<file path="src/rtl/core/oahi_mod_unit.sv">
`timescale 1ns / 1ps
// restoring remainder unit, one dividend bit per cycle
module oahi_mod_unit #(
  parameter int unsigned NW = 16,
  parameter int unsigned DW = 11
) (
  input  logic          clk_i,
  input  logic          rst_ni,
  input  logic          start_i,
  input  logic [NW-1:0] dividend_i,
  input  logic [DW-1:0] divisor_i,
  output logic          done_o,
  output logic [DW-1:0] rem_o
);

  localparam int unsigned CW = $clog2(NW + 1);

  logic          busy_q;
  logic          done_q;
  logic [CW-1:0] cnt_q;
  logic [NW-1:0] num_q;
  logic [DW-1:0] rem_q;
  logic [DW-1:0] div_q;

  logic [DW:0]   shifted;
  logic [DW-1:0] rem_nx;

  always_comb begin
    shifted = {rem_q, num_q[NW-1]};
    if (shifted >= {1'b0, div_q}) begin
      rem_nx = DW'(shifted - {1'b0, div_q});
    end else begin
      rem_nx = shifted[DW-1:0];
    end
  end

  always_ff @(posedge clk_i or negedge rst_ni) begin
    if (!rst_ni) begin
      busy_q <= 1'b0;
      done_q <= 1'b0;
      cnt_q  <= '0;
      num_q  <= '0;
      rem_q  <= '0;
      div_q  <= '0;
    end else begin
      done_q <= busy_q && (cnt_q == CW'(1));
      if (start_i) begin
        busy_q <= 1'b1;
        cnt_q  <= CW'(NW);
        num_q  <= dividend_i;
        rem_q  <= '0;
        div_q  <= divisor_i;
      end else if (busy_q) begin
        rem_q <= rem_nx;
        num_q <= {num_q[NW-2:0], 1'b0};
        cnt_q <= cnt_q - CW'(1);
        if (cnt_q == CW'(1)) begin
          busy_q <= 1'b0;
        end
      end
    end
  end

  assign done_o = done_q;
  assign rem_o  = rem_q;

  a_rem_below_divisor: assert property (@(posedge clk_i) disable iff (!rst_ni)
    done_o && (div_q != '0) |-> rem_q < div_q)
    else $error("remainder not below divisor");

  a_done_after_busy: assert property (@(posedge clk_i) disable iff (!rst_ni)
    $fell(busy_q) |-> done_o)
    else $error("divide ended without done");

  a_done_not_busy: assert property (@(posedge clk_i) disable iff (!rst_ni)
    done_o |-> !busy_q)
    else $error("done raised while still iterating");

endmodule

</file>
<file path="config.mk">
export PLATFORM = sky130hd
export DESIGN_NAME = oahi_mod_unit
export DESIGN_NICKNAME = d
export VERILOG_FILES = /design/src/rtl/core/oahi_mod_unit.sv
export SDC_FILE = /design/constraint.sdc
export NUM_CORES = 1
export LEC_CHECK = 0
export BUFFER_PORTS_ARGS = -buffer_cell sky130_fd_sc_hd__buf_2
export CAP_MARGIN = 10
export CORE_MARGIN = 10
export CORE_UTILIZATION = 56
export CTS_CLUSTER_DIAMETER = 30
export CTS_CLUSTER_SIZE = 10
export DETAILED_ROUTE_END_ITERATION = 8
export PLACE_DENSITY = 0.79
export REMOVE_ABC_BUFFERS = 1
export SKIP_LAST_GASP = 1
export SLEW_MARGIN = 20
export SYNTH_ARGS = -nofsm -noshare
export SYNTH_HDL_FRONTEND = slang
export SYNTH_SLANG_ARGS = --single-unit
export TNS_END_PERCENT = 10
</file>
<file path="constraint.sdc">
create_clock -name clk_i -period 2.7 [get_ports clk_i]
set_input_delay 0.405 -clock clk_i [delete_from_list [all_inputs] [get_ports clk_i]]
set_output_delay 0.405 -clock clk_i [all_outputs]
set_load 0.02 [all_outputs]
</file>
==> summary.md, run 1 <==
| Metric | Value |
|---|---|
| Worst-path fanout max | 17 |
| Distinct cells, synth | 42 |
| Commonest cells after routing, fill and taps aside | 45 x dfrtp_1, 41 x buf_2, 37 x o21ai_0 |
| Post-synthesis sequential area ratio | 0.438 |
| Setup_tns | 0 ns |
| # IOs | 42 |
| Clk pwr share | 0.147 |
| Antenna Cells | 0 |
| Cell count after synthesis | 275 |
| Die Footprint | 7700 um2 |
| Post-layout util | 0.659 |
| Ys async rst share | 1.00 |
| DRT Pass-1 Iters | 4 |
| Max Clock Skew | 0.00452 ns |
| Cts repair resizes | 0 |
| Kind of critical path | reg -> reg |
| Clock tree buffer depth | 2 |
| Worst skew pair latency | 0.30 ns |
| Required @ worst endpoint | 2.92 ns |
| Cell Rows | 24 |
| Pin count of the biggest net entering global routing | 46 |
| Slowest cell on crit path | a211o_2 |
| Register bit total from synthesis | 45 |
| Worst path cell trace | inv_1 -> ha_1 -> inv_1 -> fa_1 -> nand3_1 -> a311oi_1 -> a211o_2 -> mux2_4 -> a211oi_2 |
| Residual DRC | 0 |
| Initial antenna violation count | 0 |
| Post-CTS Hold Buffers | 0 |
| HP Class | in -> async |
| CTS tree | done |
| Final Critical Period | 2.42 ns |
| Top FF cell, synth | dfrtp_1 |
| Ys Warns | 0 |
| Layout overhead on the synthesized area | 12.4% |
| Detailed router's first-iteration violation count | 186 |
| Avg Vias per Cell | 5.57 |
| Final ANT Viol Nets | 0 |
| Sw frac | 0.422 |
| Clk pin slew, worst setup/hold paths | 0.09 ns |
| CTS Buf Count | 5 |
| Die H | 87.7 um |
| Clock Tree Root | clkbuf_8 |
| Share of cells above drive strength 1 | 0.198 |
| Syn_area_per_cell | 9.34 um2 |
| Critical path's most frequent cell | inv_1 |
| Fin. max-slew vios | 0 |
| HPWL Detailed | 3830 um |
| Post-synth EDFFs | 0 |
| DIE WIDTH | 87.7 um |
| Initial Util | 0.586 |
| Max transition margin | 0.353 |
| Commonest non-fill, non-tap cell in the layout | dfrtp_1 |
| Final wirelength | 5310 um |
| Worst Max-Slew Pin Slew | 0.971 ns |
| Crit path arrival time | 2.64 ns |
| WL met1 | 2380 um |
| Run status | finished, final reports clean |
| Met3 WL | 312 um |
| Max Cap Viol | 0 |
| Max VDD drop | 0.414 mV |
| Switch Pwr | 1.20 mW |
| WL per Instance | 14.5 um |
| Clk sinks | 45 |
| IO Port Bufs | 41 |
| Crit share post-route | 0.896 |
| Crit-path max cell delay | 0.44 ns |
| Gpl congestion | 0.797 |
| RSZ-0062 raised after global routing | no |
| Post-synthesis cell area | 2570 um2 |
| Top Layer Used | met4 |
| Critical Path Start Type | register |
| Nets | 356 |
| Power per cell area | 987 nW/um2 |
| # Post-CTS Setup Buffers | 0 |
| Pleak | 1.48 nW |
| Pint | 1.65 mW |
| Gate power share | 0.521 |
| Overall routing resource usage | 0.143 |
| Final instance area | 2890 um2 |
| CORE AREA | 4380 um2 |
| Filler instances | 364 |
| Vias in the first global route | 1998 |
| Final setup violating endpoints | 0 |
| Vias | 2032 |
| H-Tree Level Count | 2 |
| Post-DP Area | 2800 um2 |
| Total grt overflow | 0 |
| Final Hold Fails | 0 |
| Met2 wire length | 2540 um |
| Power share of the sequential group | 0.332 |
| Fmax | 0.414 GHz |
| CP endpoint kind | register |
| Global-route wire length before repair | 9010 um |
-- worst max-delay path: cells and delay by family (launching register included) --
| kind | cells | cell delay [ns] |
|---|---|---|
| buffers and inverters | 2 | 0.13 |
| muxes | 1 | 0.35 |
| AOI/OAI and AO/OA | 3 | 0.76 |
| and+or+nand+nor | 1 | 0.14 |
| adders and majority gates | 2 | 0.55 |
| DFF | 1 | 0.40 |
-- per-layer routing --
metal | vias to the layer above | GRT usage
met3 | 8 | 0.0362
met2 | 48 | 0.234
met1 | 945 | 0.178
met4 | 0 | 0.0493
li1 | 1031 | -
met5 | - | 0
-- sequential cells by signal (all words and copies together), names as in the netlist --
| signal | count |
|---|---|
| cnt_q | 5 |
| div_q | 11 |
| num_q | 16 |
| busy_q | 1 |
| done_o | 1 |
| rem_o | 11 |
-- area by class of cell --
class,count,area [um2],area share
clock buffers,6,72.6,0.0251
clock inverters,2,15.0,0.00520
inverters,20,75.1,0.0260
multi-input cells,195,1300,0.450
flip-flops and latches,45,1130,0.390
well taps,52,65.1,0.0225
repair buffers,45,235,0.0815
-- metrics by stage --
| stage | instances | power (mW) | hold WS [ns] | setup WS [ns] |
|---|---|---|---|---|
| final | 365 | 2.85 | 0.242 | 0.282 |
| after global routing | 365 | 3.09 | 0.315 | 0.150 |
| after CTS | 365 | 2.86 | 0.290 | 0.203 |
| after detailed placement | 357 | 2.43 | 0.516 | 0.224 |
| after global placement | 357 | 2.39 | 0.496 | 0.293 |
| after floorplan | 260 | 2.06 | 0.109 | 0.398 |
-- final timing paths --
check | startpoint | end | slack (ns) | cells past startpoint
max in group asynchronous | rst_ni | rem_o[2] | 1.85 | 1
min in group clk_i | dividend_i[5] | num_q[5] | 0.31 | 3
worst min register to register | div_q[0] | div_q[0] | 0.53 | 1
worst max-delay path | num_q[15] | rem_o[0] | 0.28 | 9
worst min-delay path | rst_ni | div_q[1] | 0.24 | 1
worst max register to register | num_q[15] | rem_o[0] | 0.28 | 9
-- power groups by stage --
stage               logic [mW]  clock network [mW]  registers, mW
floorplan                 1.01                   0           1.05
global placement          1.44                   0          0.950
detailed placement        1.47                   0          0.959
CTS                       1.48               0.426          0.948
global route              1.66               0.452          0.975
finish                    1.48               0.419          0.946
-- cells by family after synthesis --
kind of cell	count (synthesis)	share of synthesized area
XOR/XNOR	9	0.0307
adder cells (fa/ha/maj)	14	0.0711
AO/OA/AOI/OAI	71	0.175
multiplexers	21	0.0843
buffers and inverters	35	0.0565
AND/OR/NAND/NOR	80	0.144
flip-flops	45	0.438
-- synth_stat cells (3+ instances only) --
cell / count / area (um2)
ha_1: 13 / 163
nand3_1: 4 / 20.0
nand2_1: 33 / 124
nor3_1: 4 / 20.0
clkbuf_1: 9 / 33.8
nand2b_1: 5 / 31.3
a211oi_2: 3 / 37.5
nand3b_1: 3 / 22.5
dfrtp_1: 45 / 1130
o32ai_1: 3 / 26.3
inv_1: 20 / 75.1
mux2i_1: 19 / 190
xnor2_1: 7 / 61.3
a211oi_1: 7 / 52.6
o21ai_0: 37 / 185
nor2_1: 21 / 78.8
a21oi_1: 8 / 40.0
Power figures use the tool's default switching activity.
==> run 2: changes to the inputs <==
Clock period 2.7 ns to 2.62 ns, I/O delays scaled along.
==> run 2 against run 1 <==
Cell area is 1.2% higher. Sequential power is 3.6% higher. Fmax is 1.1% lower. Global-route usage is 0.10 points higher. Via count is 1.8% lower. First-iteration DRC count is 53% lower. Core utilization is 0.80 points higher. Largest cell class unchanged.
==> summary.md, run 2 (synthesis gave the netlist of run 1 again) <==
| Metric | Value |
|---|---|
| Run status | finished, final reports clean |
| Required @ worst endpoint | 2.82 ns (-0.10 ns) |
| Share of cells above drive strength 1 | 0.197 (-0.000631) |
| Avg Vias per Cell | 5.45 (-2.1%) |
| HPWL Detailed | 3790 um (-1.1%) |
| Nets | 357 (+0.28%) |
| Post-layout util | 0.667 (+0.00799) |
| Max Cap Viol | 0 (unchanged) |
| Post-CTS Hold Buffers | 0 (unchanged) |
| Antenna Cells | 0 (unchanged) |
| Vias | 1995 (-1.8%) |
| Pleak | 1.51 nW (+1.8%) |
| Top reg by flops | num_q |
| CP top delay family | compound AO/OA/AOI/OAI gates |
| Cell Rows | 24 (unchanged) |
| # Post-CTS Setup Buffers | 0 (unchanged) |
| CTS Buf Count | 5 (unchanged) |
| DIE WIDTH | 87.7 um (unchanged) |
| Worst Max-Slew Pin Slew | 0.959 ns (-0.0112 ns) |
| WL per Instance | 14.3 um (-1.6%) |
| H-Tree Level Count | 2 (unchanged) |
| Final wirelength | 5240 um (-1.3%) |
| Crit path arrival time | 2.64 ns (about the same) |
| Detailed router's first-iteration violation count | 88 (-53%) |
| HP Class | in -> async |
| # IOs | 42 (unchanged) |
| Commonest non-fill, non-tap cell in the layout | dfrtp_1 |
| Final Hold Fails | 0 (unchanged) |
| Worst skew pair latency | 0.29 ns (about the same) |
| Clk sinks | 45 (unchanged) |
| Initial Util | 0.586 (unchanged) |
| Reg-to-reg startpoint | num_q[15] |
| Hold slack | 0.246 ns (+0.00417 ns) |
| Final ANT Viol Nets | 0 (unchanged) |
| Number of flip-flops in the largest register | 16 (unchanged) |
| Clock Tree Root | clkbuf_8 |
| Fin. max-slew vios | 0 (unchanged) |
| Clock tree buffer depth | 2 (unchanged) |
| Worst-path fanout max | 13 (-4) |
| Final Critical Period | 2.44 ns (+0.0264 ns) |
| Max VDD drop | 0.488 mV (+18%) |
| Global-route wire length before repair | 9220 um (+2.3%) |
| Worst path cell trace | inv_1 -> ha_1 -> inv_1 -> fa_1 -> nand3_1 -> a311oi_1 -> a211o_1 -> buf_4 -> mux2i_1 -> a211oi_1 |
| Clk pin slew, worst setup/hold paths | 0.08 ns (about the same) |
| Residual DRC | 0 (unchanged) |
| RSZ-0062 raised after global routing | no |
| Slowest cell on crit path | a211o_1 |
| CP endpoint kind | register |
| Worst path bufs/invs | 3 (+1) |
| Max transition margin | 0.360 (+0.00743) |
| Initial antenna violation count | 0 (unchanged) |
| Kind of critical path | reg -> reg |
| Gpl congestion | 0.794 (-0.28%) |
| Power per cell area | 1050 nW/um2 (+6.4%) |
| Max Clock Skew | 0.00539 ns (+0.000874 ns) |
| Overall routing resource usage | 0.144 (+0.00104) |
| Commonest cells after routing, fill and taps aside | 45 x dfrtp_1, 41 x buf_2, 37 x o21ai_0 |
| Die H | 87.7 um (unchanged) |
| Critical Path Start Type | register |
| Critical path's most frequent cell | inv_1 |
| Crit share post-route | 0.933 (+0.0374) |
| CTS tree | done |
| Filler instances | 373 (+2.5%) |
| Layout overhead on the synthesized area | 13.8% |
| CORE AREA | 4380 um2 (unchanged) |
| Final setup violating endpoints | 0 (unchanged) |
| Pin count of the biggest net entering global routing | 46 (unchanged) |
| Vias in the first global route | 2090 (+4.6%) |
| Total grt overflow | 0 (unchanged) |
| Cts repair resizes | 0 (unchanged) |
| Setup_tns | 0 ns (unchanged) |
| Worst setup path startpoint | num_q[15] |
| Fmax | 0.409 GHz (-1.1%) |
| Worst reg2reg setup slack | 0.18 ns (-0.11 ns) |
| IO Port Bufs | 41 (unchanged) |
| Crit-path max cell delay | 0.43 ns (about the same) |
| DRT Pass-1 Iters | 5 (+1) |
| Die Footprint | 7700 um2 (unchanged) |
[run 2: cell count changes in the layout (fill, tap and decap cells not counted)]
cell | previous run | this run
a211o_2 | 1 | 0
clkinvlp_4 | 2 | 0
clkbuf_8 | 5 | 6
a211o_1 | 0 | 1
bufinv_16 | 0 | 1
buf_4 | 4 | 5
[run 2: worst register-to-register path: stages, from the launching register on]
cell      delay [ns]
dfrtp_1         0.38
inv_1           0.07
ha_1            0.16
inv_1           0.06
fa_1            0.40
nand3_1         0.14
a311oi_1        0.11
a211o_1         0.43
buf_4           0.23
mux2i_1         0.11
a211oi_1        0.26
[run 2: stage by stage]
stage | cell area (um2) | worst slack [ns] | std cells | power, mW
2_1_floorplan | 2500 | 0.318 | 260 | 2.12
3_3_place_gp | 2810 | 0.298 | 358 | 2.50
3_5_place_dp | 2810 | 0.252 | 358 | 2.53
4_1_cts | 2920 | 0.170 | 366 | 3.09
5_1_grt | 2920 | 0.0236 | 366 | 3.32
6_report | 2920 | 0.176 | 366 | 3.07
[run 2: power breakdown]
part / internal [mW] / total, mW / switching [mW] / leakage [nW]
clock: 0.311 / 0.535 / 0.224 / 0.0585
combinational: 0.685 / 1.55 / 0.868 / 0.893
sequential: 0.849 / 0.980 / 0.131 / 0.558
total: 1.85 / 3.07 / 1.22 / 1.51
[run 2: routing by layer]
layer / up-vias / wire, um / global-route usage
met5: - / 0 / 0
met4: 0 / 51 / 0.0348
met3: 6 / 329 / 0.0436
met2: 45 / 2500 / 0.247
met1: 907 / 2360 / 0.171
li1: 1037 / - / -
[run 2: final timing paths]
kind / end / cells after the start
hold / removal: rem_o[0] / 1
setup / recovery: rem_o[3] / 10
max in group asynchronous: rem_o[5] / 1
min in group clk_i: div_q[3] / 3
hold reg to reg: div_q[5] / 2
setup reg to reg: rem_o[3] / 10
[run 2: layout make-up]
cell class,instances,area [um2],share of cell area
Multi-Input combinational cell,195,1300,0.444
Sequential cell,45,1130,0.385
Timing Repair Buffer,46,243,0.0830
Clock buffer,7,86.3,0.0295
Inverter,20,75.1,0.0257
Tap cell,52,65.1,0.0223
Clock inverter,1,30.0,0.0103
